File: config.mk
export PLATFORM = sky130hd
export DESIGN_NAME = nested_priority_task_queue_top_flat
export DESIGN_NICKNAME = d
export VERILOG_FILES = /design/src/nptq_pkg.sv /design/src/nptq_if.sv /design/src/nptq_ctrl.sv /design/src/nptq_dp.sv /design/src/nested_priority_task_queue_top.sv /design/src/flat_wrapper.sv
export SDC_FILE = /design/constraint.sdc
export NUM_CORES = 1
export LEC_CHECK = 0
export BUFFER_PORTS_ARGS = -buffer_cell sky130_fd_sc_hd__buf_2
export CORE_ASPECT_RATIO = 1.1
export CORE_MARGIN = 5
export CORE_UTILIZATION = 50
export DETAILED_ROUTE_END_ITERATION = 12
export PLACE_DENSITY_LB_ADDON = 0.12
export SETUP_SLACK_MARGIN = 0.02
export SLEW_MARGIN = 20
export SYNTH_ARGS = -nofsm -noshare
export SYNTH_HDL_FRONTEND = slang
export SYNTH_SLANG_ARGS = --single-unit
File: constraint.sdc
create_clock -name clk -period 2.8 [get_ports clk]
set_input_delay 0.42 -clock clk [delete_from_list [all_inputs] [get_ports clk]]
set_output_delay 0.42 -clock clk [all_outputs]
set_load 0.005 [all_outputs]
File: src/nptq_pkg.sv
package nptq_pkg;

    localparam int QUEUE_DEPTH_DEF = 16;

    localparam int TAG_W  = 4;
    localparam int PRIO_W = 8;
    localparam int KIND_W = 3;
    localparam int OCC_W  = 5;

    localparam logic OP_RAISE    = 1'b0;
    localparam logic OP_COMPLETE = 1'b1;

    localparam logic [KIND_W-1:0] KIND_STARTED     = 3'd1;
    localparam logic [KIND_W-1:0] KIND_RESUMED     = 3'd2;
    localparam logic [KIND_W-1:0] KIND_IDLE        = 3'd3;
    localparam logic [KIND_W-1:0] KIND_DROPPED     = 3'd4;
    localparam logic [KIND_W-1:0] KIND_NOT_RUNNING = 3'd5;

    // controller to datapath
    typedef struct packed {
        logic exec;    // apply the accepted word to the queue
        logic report;  // examine the head and load the result register
    } nptq_cmd_t;

endpackage

File: src/nptq_if.sv
interface nptq_in_if;
    import nptq_pkg::*;

    logic              valid;
    logic              ready;
    logic              operation;
    logic [TAG_W-1:0]  task_tag;
    logic [PRIO_W-1:0] task_priority;

    modport source (output valid, operation, task_tag, task_priority, input ready);
    modport sink   (input valid, operation, task_tag, task_priority, output ready);
endinterface

interface nptq_out_if;
    import nptq_pkg::*;

    logic              valid;
    logic              ready;
    logic [KIND_W-1:0] result_kind;
    logic [TAG_W-1:0]  result_tag;
    logic [PRIO_W-1:0] result_priority;
    logic [OCC_W-1:0]  occupancy;

    modport source (output valid, result_kind, result_tag, result_priority, occupancy,
                    input ready);
    modport sink   (input valid, result_kind, result_tag, result_priority, occupancy,
                    output ready);
endinterface

File: src/nptq_ctrl.sv
module nptq_ctrl (
    input  logic               clk,
    input  logic               rst_n,
    input  logic               in_valid,
    output logic               in_ready,
    output logic               out_valid,
    input  logic               out_ready,
    output nptq_pkg::nptq_cmd_t cmd
);
    import nptq_pkg::*;

    localparam logic ST_IDLE   = 1'b0;
    localparam logic ST_REPORT = 1'b1;

    logic state_reg;
    logic state_next;
    logic out_valid_reg;
    logic out_valid_next;

    assign in_ready   = (state_reg == ST_IDLE);
    assign out_valid  = out_valid_reg;
    assign cmd.exec   = in_valid && in_ready;
    assign cmd.report = (state_reg == ST_REPORT) && (!out_valid_reg || out_ready);

    always_comb
    begin
        state_next = state_reg;
        unique case (state_reg)
            ST_IDLE:
            begin
                if (cmd.exec)
                begin
                    state_next = ST_REPORT;
                end
            end
            ST_REPORT:
            begin
                // hold here while the previous result is still unread
                if (cmd.report)
                begin
                    state_next = ST_IDLE;
                end
            end
            default:
            begin
                state_next = ST_IDLE;
            end
        endcase
    end

    always_comb
    begin
        out_valid_next = out_valid_reg;
        if (cmd.report)
        begin
            out_valid_next = 1'b1;
        end
        else if (out_ready)
        begin
            out_valid_next = 1'b0;
        end
    end

    always_ff @(posedge clk or negedge rst_n)
    begin
        if (!rst_n)
        begin
            state_reg     <= ST_IDLE;
            out_valid_reg <= 1'b0;
        end
        else
        begin
            state_reg     <= state_next;
            out_valid_reg <= out_valid_next;
        end
    end

    a_report_only_after_exec: assert property (@(posedge clk) disable iff (!rst_n)
        cmd.report |-> (state_reg == ST_REPORT))
        else $error("report issued outside report state");

    a_exec_leads_to_report: assert property (@(posedge clk) disable iff (!rst_n)
        cmd.exec |=> (state_reg == ST_REPORT) && !in_ready)
        else $error("accepted word not followed by report state");

    a_report_sets_valid: assert property (@(posedge clk) disable iff (!rst_n)
        cmd.report |=> out_valid)
        else $error("result word not presented after report");

endmodule

File: src/nptq_dp.sv
module nptq_dp #(
    parameter int QUEUE_DEPTH = nptq_pkg::QUEUE_DEPTH_DEF
) (
    input  logic                         clk,
    input  logic                         rst_n,
    input  nptq_pkg::nptq_cmd_t          cmd,
    input  logic                         operation,
    input  logic [nptq_pkg::TAG_W-1:0]   task_tag,
    input  logic [nptq_pkg::PRIO_W-1:0]  task_priority,
    output logic [nptq_pkg::KIND_W-1:0]  result_kind,
    output logic [nptq_pkg::TAG_W-1:0]   result_tag,
    output logic [nptq_pkg::PRIO_W-1:0]  result_priority,
    output logic [nptq_pkg::OCC_W-1:0]   occupancy
);
    import nptq_pkg::*;

    localparam int CW = $clog2(QUEUE_DEPTH + 1);

    logic [TAG_W-1:0]  tag_q  [QUEUE_DEPTH];
    logic [PRIO_W-1:0] prio_q [QUEUE_DEPTH];
    logic [QUEUE_DEPTH-1:0] run_q;
    logic [CW-1:0]     count_reg;

    logic              fault_reg;
    logic [KIND_W-1:0] fault_kind_reg;
    logic [TAG_W-1:0]  fault_tag_reg;
    logic [PRIO_W-1:0] fault_prio_reg;

    logic [KIND_W-1:0] res_kind_reg;
    logic [TAG_W-1:0]  res_tag_reg;
    logic [PRIO_W-1:0] res_prio_reg;
    logic [OCC_W-1:0]  res_occ_reg;

    logic [QUEUE_DEPTH-1:0] gt;       // cell lies behind the insertion point
    logic [QUEUE_DEPTH-1:0] take_up;  // cell takes its upper neighbour's word
    logic [TAG_W-1:0]  tag_up  [QUEUE_DEPTH];
    logic [PRIO_W-1:0] prio_up [QUEUE_DEPTH];
    logic [QUEUE_DEPTH-1:0] run_up;
    logic [TAG_W-1:0]  tag_dn  [QUEUE_DEPTH];
    logic [PRIO_W-1:0] prio_dn [QUEUE_DEPTH];
    logic [QUEUE_DEPTH-1:0] run_dn;

    logic full;
    logic do_insert;
    logic do_pop;

    assign full      = (count_reg == CW'(QUEUE_DEPTH));
    assign do_insert = cmd.exec && (operation == OP_RAISE) && !full;
    assign do_pop    = cmd.exec && (operation == OP_COMPLETE) && (count_reg != '0) && run_q[0];

    genvar i;
    generate
        for (i = 0; i < QUEUE_DEPTH; i++)
        begin : g_cell
            // empty cells count as larger than any priority
            assign gt[i] = (CW'(i) >= count_reg) || (prio_q[i] > task_priority);

            if (i == 0)
            begin : g_first
                assign take_up[i] = 1'b0;
                assign tag_up[i]  = task_tag;
                assign prio_up[i] = task_priority;
                assign run_up[i]  = 1'b0;
            end
            else
            begin : g_rest
                assign take_up[i] = gt[i-1];
                assign tag_up[i]  = tag_q[i-1];
                assign prio_up[i] = prio_q[i-1];
                assign run_up[i]  = run_q[i-1];
            end

            if (i == QUEUE_DEPTH - 1)
            begin : g_last
                assign tag_dn[i]  = '0;
                assign prio_dn[i] = '0;
                assign run_dn[i]  = 1'b0;
            end
            else
            begin : g_inner
                assign tag_dn[i]  = tag_q[i+1];
                assign prio_dn[i] = prio_q[i+1];
                assign run_dn[i]  = run_q[i+1];
            end

            always_ff @(posedge clk)
            begin
                if (do_insert && gt[i])
                begin
                    tag_q[i]  <= take_up[i] ? tag_up[i]  : task_tag;
                    prio_q[i] <= take_up[i] ? prio_up[i] : task_priority;
                end
                else if (do_pop)
                begin
                    tag_q[i]  <= tag_dn[i];
                    prio_q[i] <= prio_dn[i];
                end
            end

            always_ff @(posedge clk or negedge rst_n)
            begin
                if (!rst_n)
                begin
                    run_q[i] <= 1'b0;
                end
                else if (do_insert && gt[i])
                begin
                    run_q[i] <= take_up[i] && run_up[i];
                end
                else if (do_pop)
                begin
                    run_q[i] <= run_dn[i];
                end
                else if (cmd.report && (i == 0) && !fault_reg && (count_reg != '0))
                begin
                    run_q[i] <= 1'b1;
                end
            end
        end
    endgenerate

    always_ff @(posedge clk or negedge rst_n)
    begin
        if (!rst_n)
        begin
            count_reg <= '0;
        end
        else if (do_insert)
        begin
            count_reg <= count_reg + CW'(1);
        end
        else if (do_pop)
        begin
            count_reg <= count_reg - CW'(1);
        end
    end

    // error outcomes are settled at accept time and held until the report
    always_ff @(posedge clk or negedge rst_n)
    begin
        if (!rst_n)
        begin
            fault_reg <= 1'b0;
        end
        else if (cmd.exec)
        begin
            fault_reg <= !(do_insert || do_pop);
        end
    end

    always_ff @(posedge clk)
    begin
        if (cmd.exec)
        begin
            if (operation == OP_RAISE)
            begin
                fault_kind_reg <= KIND_DROPPED;
                fault_tag_reg  <= task_tag;
                fault_prio_reg <= task_priority;
            end
            else
            begin
                fault_kind_reg <= KIND_NOT_RUNNING;
                fault_tag_reg  <= (count_reg == '0) ? '0 : tag_q[0];
                fault_prio_reg <= (count_reg == '0) ? '0 : prio_q[0];
            end
        end
    end

    always_ff @(posedge clk)
    begin
        if (cmd.report)
        begin
            res_occ_reg <= OCC_W'(count_reg);
            if (fault_reg)
            begin
                res_kind_reg <= fault_kind_reg;
                res_tag_reg  <= fault_tag_reg;
                res_prio_reg <= fault_prio_reg;
            end
            else if (count_reg == '0)
            begin
                res_kind_reg <= KIND_IDLE;
                res_tag_reg  <= '0;
                res_prio_reg <= '0;
            end
            else
            begin
                res_kind_reg <= run_q[0] ? KIND_RESUMED : KIND_STARTED;
                res_tag_reg  <= tag_q[0];
                res_prio_reg <= prio_q[0];
            end
        end
    end

    assign result_kind     = res_kind_reg;
    assign result_tag      = res_tag_reg;
    assign result_priority = res_prio_reg;
    assign occupancy       = res_occ_reg;

    a_count_in_range: assert property (@(posedge clk) disable iff (!rst_n)
        count_reg <= CW'(QUEUE_DEPTH))
        else $error("occupancy beyond queue depth");

    a_empty_not_running: assert property (@(posedge clk) disable iff (!rst_n)
        (count_reg == '0) |-> (run_q == '0))
        else $error("running flag set on empty queue");

    a_head_runs_after_report: assert property (@(posedge clk) disable iff (!rst_n)
        (cmd.report && !fault_reg && (count_reg != '0)) |=> run_q[0])
        else $error("head not marked running after report");

    a_head_sorted: assert property (@(posedge clk) disable iff (!rst_n)
        (count_reg >= CW'(2)) |-> (prio_q[0] <= prio_q[1]))
        else $error("queue head out of priority order");

endmodule

File: src/nested_priority_task_queue_top.sv
// Sorted queue of pending interrupt tasks with nested preemption.
// task_in carries one word per event: operation (raise or complete), task_tag
// and task_priority; a smaller priority number wins, equal priorities queue in
// arrival order. result_out returns exactly one word per accepted word: kind
// (started, resumed, idle, dropped, complete without running), the head tag
// and priority (or the dropped task), and the occupancy after the event.
// A word accepted at an edge is applied to the queue at that edge; its result
// is registered in the report state once the result register is free, and
// is valid from then on. A new task word is accepted only after the previous
// word's head examination; the insert itself is a single compare-and-shift
// across all cells in parallel.
// Stall: the result register holds its word until result_out.ready; the next
// task word may be accepted meanwhile, its own result then waits in the
// report state until the register is free.
// Reset: rst_n clears occupancy and all running flags; the queue is empty and
// task_in.ready is high right after reset.
module nested_priority_task_queue_top #(
    parameter int QUEUE_DEPTH = nptq_pkg::QUEUE_DEPTH_DEF
) (
    input  logic              clk,
    input  logic              rst_n,
    nptq_in_if.sink           task_in,
    nptq_out_if.source        result_out
);
    import nptq_pkg::*;

    nptq_cmd_t cmd;

    nptq_ctrl u_ctrl (
        .clk       (clk),
        .rst_n     (rst_n),
        .in_valid  (task_in.valid),
        .in_ready  (task_in.ready),
        .out_valid (result_out.valid),
        .out_ready (result_out.ready),
        .cmd       (cmd)
    );

    nptq_dp #(
        .QUEUE_DEPTH (QUEUE_DEPTH)
    ) u_dp (
        .clk             (clk),
        .rst_n           (rst_n),
        .cmd             (cmd),
        .operation       (task_in.operation),
        .task_tag        (task_in.task_tag),
        .task_priority   (task_in.task_priority),
        .result_kind     (result_out.result_kind),
        .result_tag      (result_out.result_tag),
        .result_priority (result_out.result_priority),
        .occupancy       (result_out.occupancy)
    );

endmodule

File: src/flat_wrapper.sv
// flat-port wrapper written by rule: the top's interface ports become plain ports
module nested_priority_task_queue_top_flat import nptq_pkg::*;
#(
    parameter int QUEUE_DEPTH = nptq_pkg::QUEUE_DEPTH_DEF
)
  (clk, rst_n, task_in_valid, task_in_operation, task_in_task_tag, task_in_task_priority, task_in_ready, result_out_valid, result_out_result_kind, result_out_result_tag, result_out_result_priority, result_out_occupancy, result_out_ready);
  nptq_in_if task_in_i ();
  nptq_out_if result_out_i ();
  input  logic clk;
  input  logic rst_n;
  input wire logic [$bits(task_in_i.valid)-1:0] task_in_valid;
  input wire logic [$bits(task_in_i.operation)-1:0] task_in_operation;
  input wire logic [$bits(task_in_i.task_tag)-1:0] task_in_task_tag;
  input wire logic [$bits(task_in_i.task_priority)-1:0] task_in_task_priority;
  output wire logic [$bits(task_in_i.ready)-1:0] task_in_ready;
  output wire logic [$bits(result_out_i.valid)-1:0] result_out_valid;
  output wire logic [$bits(result_out_i.result_kind)-1:0] result_out_result_kind;
  output wire logic [$bits(result_out_i.result_tag)-1:0] result_out_result_tag;
  output wire logic [$bits(result_out_i.result_priority)-1:0] result_out_result_priority;
  output wire logic [$bits(result_out_i.occupancy)-1:0] result_out_occupancy;
  input wire logic [$bits(result_out_i.ready)-1:0] result_out_ready;
  assign task_in_i.valid = task_in_valid;
  assign task_in_i.operation = task_in_operation;
  assign task_in_i.task_tag = task_in_task_tag;
  assign task_in_i.task_priority = task_in_task_priority;
  assign task_in_ready = task_in_i.ready;
  assign result_out_valid = result_out_i.valid;
  assign result_out_result_kind = result_out_i.result_kind;
  assign result_out_result_tag = result_out_i.result_tag;
  assign result_out_result_priority = result_out_i.result_priority;
  assign result_out_occupancy = result_out_i.occupancy;
  assign result_out_i.ready = result_out_ready;
  nested_priority_task_queue_top #(.QUEUE_DEPTH(QUEUE_DEPTH)) u_core (.clk(clk), .rst_n(rst_n), .task_in(task_in_i), .result_out(result_out_i));
endmodule
==> impl_metrics.toml <==
[synth]
netlist_instances = 1623
synth_area_sq_um = 15800
avgSynthCellArea_sq_um = 9.72
ys_top_cells_by_area = "edfxtp_1 43%, ha_1 11%, a21oi_1 5.1%, o21ai_0 5.0%, nand2_1 4.4%"
synth_area_leader_cell = "edfxtp_1"
ys.flop_type = "edfxtp_1"
ys_ff_latch = 249
syn_nets = 1773
async_flop_share = 0.0964
synth.most_common_cell = "edfxtp_1"
seq_area_frac_synth = 0.467
synth_edf_count = 225
synth_common_cells = "225 x edfxtp_1, 183 x nand2_1, 162 x a21oi_1"
synth.distinct_cells = 67
synth_warnings = 0
synth.top_cell.area_share = 0.429

[job]
drv_cap = 0

[place]
portBuffers = 38
placed_cell_area_sq_um = 17100
dp.final_hpwl_um = 38500
place_ws_ns = -0.268
dp.cells = 2085
gp_congestion = 0.936

[setup_path]
reg2reg_setup_slack_ns = 0.15
cp-start-kind = "register"
crit_required_ns = 3.07
worst-path-max-fanout = 13
crit_arrival_ns = 2.92
setup.worst_path.end_class = "register"
criticalPathCategory = "register to register"

[routing]
viasPerCell = 6.41
drtIter0Drc = 1490
dr_total_vias = 13800
drc = 0
wl_um = 53600
drt-wirelength-per-cell_um = 25.0
ant_nets = 0
first_pass_iters = 5

[floorplanning]
fp-row-count = 68
die_x_um = 179
fp.coreArea_sq_um = 31200
die-height_um = 196
die_area_sq_um = 35200
start_util = 0.505
pin_count = 39

[grt]
grtUsageMet3 = 0.0461
grt_max_degree = 63
grt_pass1_wl_um = 80600
met1_usage = 0.391
top_usage_layer = "met2"
grt-ovfl-total = 0
use_met2 = 0.487
antenna_found_initial = 1
track_usage = 0.299
grt_pass1_vias = 13400

[power]
vdd_drop_max_mv = 0.640
p_per_area_nw_per_um2 = 975
leakagePower_nw = 7.22

[final_layout]
postLayoutCellArea_sq_um = 18200
antenna_cells = 0
area_growth_pct = 15.5
multi_input_area_sq_um = 7770
largest_register_ffs = 128
drive_above_1_share = 0.143
layoutNonFillerInstCount = 2146
fin_nets = 1853
top_register = "u_core.u_dp.prio_q"
regArea_sq_um = 7360
fill_cells = 2771

[sta]
rsz0062_at_grt = "false"
timing.hold.ws_ns = 0.0904
hold_viol_final = 0
max_freq_ghz = 0.377
setup_ws_ns = 0.151
finalMaxSlewViolations = 0
worst_pin_slew_ns = 0.896
setup_viol = 0
relSlewSlack = 0.403
timing.final.crit_share = 0.946
finalClockSkew_ns = 0.0123
period_needed_ns = 2.65

[hold_path]
holdCritPathClass = "input port to register"

[clocking]
clk_pin_slew_ns = 0.06
htreeDepth = 1
cts_tree = "built"
numCtsBuffers = 30
clk_latency_ns = 0.57
clockBufferDepth = 3
cts.sinks = 249
root_buffer = "clkbuf_16"

[outcome]
run_status = "completed"
## routing by layer
metal | up-vias | share of wire
met3 | 153 | 0.077
met5 | - | 0.00024
met1 | 6685 | 0.39
met2 | 648 | 0.47
met4 | 2 | 0.055
li1 | 6263 | -
## worst max-delay path: stages (launching register included)
cell,delay [ns]
dfrtp_1,0.38
inv_1,0.17
ha_1,0.20
buf_4,0.14
o21ba_2,0.19
o21ai_0,0.40
a22oi_1,0.17
and2_1,0.26
o21ai_1,0.26
buf_12,0.18
## metrics by stage
| step | setup TNS (ns) | utilization | power, W |
|---|---|---|---|
| final | 0 | 0.583 | 0.0178 |
| after global routing | 0 | 0.583 | 0.0187 |
| after global placement | -5.53 | 0.549 | 0.0135 |
| after floorplan | 0 | - | 0.0109 |
| after detailed placement | -8.43 | 0.549 | 0.0137 |
| after CTS | 0 | 0.582 | 0.0177 |
## placed cells by master (no fill, tap or decap), types with 13 or more instances in the layout
master	n
nand4_1	34
buf_12	21
buf_4	103
inv_1	41
dfrtp_1	24
or3_1	27
edfxtp_1	225
o211ai_1	41
nand2_1	183
o21ai_0	155
a21oi_1	162
mux2i_1	65
clkbuf_16	30
nor2b_1	16
buf_2	38
a31oi_1	77
mux2_2	13
nor2_1	134
ha_1	133
nand3_1	53
## layout make-up
class / count / share of cell area
clock buffer: 37 / 0.0438
clock inverter: 18 / 0.0107
inverter: 44 / 0.00948
multi-input combinational: 1215 / 0.427
sequential: 249 / 0.404
tap: 420 / 0.0289
timing repair buffer: 163 / 0.0765
## cell families (layout without fill, tap and decap cells)
group,count (synthesis),count (layout),synth area share
AOI/OAI and AO/OA,508,508,0.189
xor gates and xnor gates,4,4,0.00222
adders and majority gates,133,133,0.106
buffers and inverters,160,262,0.0447
DFF,249,249,0.467
muxes,78,78,0.0505
and+or+nand+nor,491,492,0.141
## worst paths after layout
path / endpoint / start / depth (start not counted)
worst max-delay path: u_core.u_dp.prio_q[1][7]$_DFFE_PP_ / u_core.u_dp.count_reg[0]$_DFFE_PN0N_ / 9
worst min-delay path: u_core.u_ctrl.state_reg$_DFF_PN0_ / task_in_valid / 3
worst max register to register: u_core.u_dp.prio_q[1][7]$_DFFE_PP_ / u_core.u_dp.count_reg[0]$_DFFE_PN0N_ / 9
worst min register to register: u_core.u_ctrl.out_valid$_DFFE_PN0P_ / u_core.u_ctrl.out_valid$_DFFE_PN0P_ / 2
max in group asynchronous: u_core.u_dp.run_dn[4]$_DFFE_PN0P_ / rst_n / 2
min in group asynchronous: u_core.u_dp.run_dn[12]$_DFFE_PN0P_ / rst_n / 2
## where the power goes
part	internal (W)	leakage, nW	switching [W]	total, W
combinational	0.00291	4.37	0.00431	0.00722
clock	0.00230	0.477	0.00165	0.00396
sequential	0.00569	2.38	0.000888	0.00658
total	0.0109	7.22	0.00685	0.0178
## repair_timing
item                                    4_1_cts  5_1_grt
cloned                                        0        1
endpoints found under the hold margin        24        0
setup buffers                                 1        3
endpoints found under the setup margin       12       55
gates resized for setup                       0        1
hold buffers                                  1        0
pin swaps                                     1        1
No activity file was read; power rests on OpenSTA's default activity.
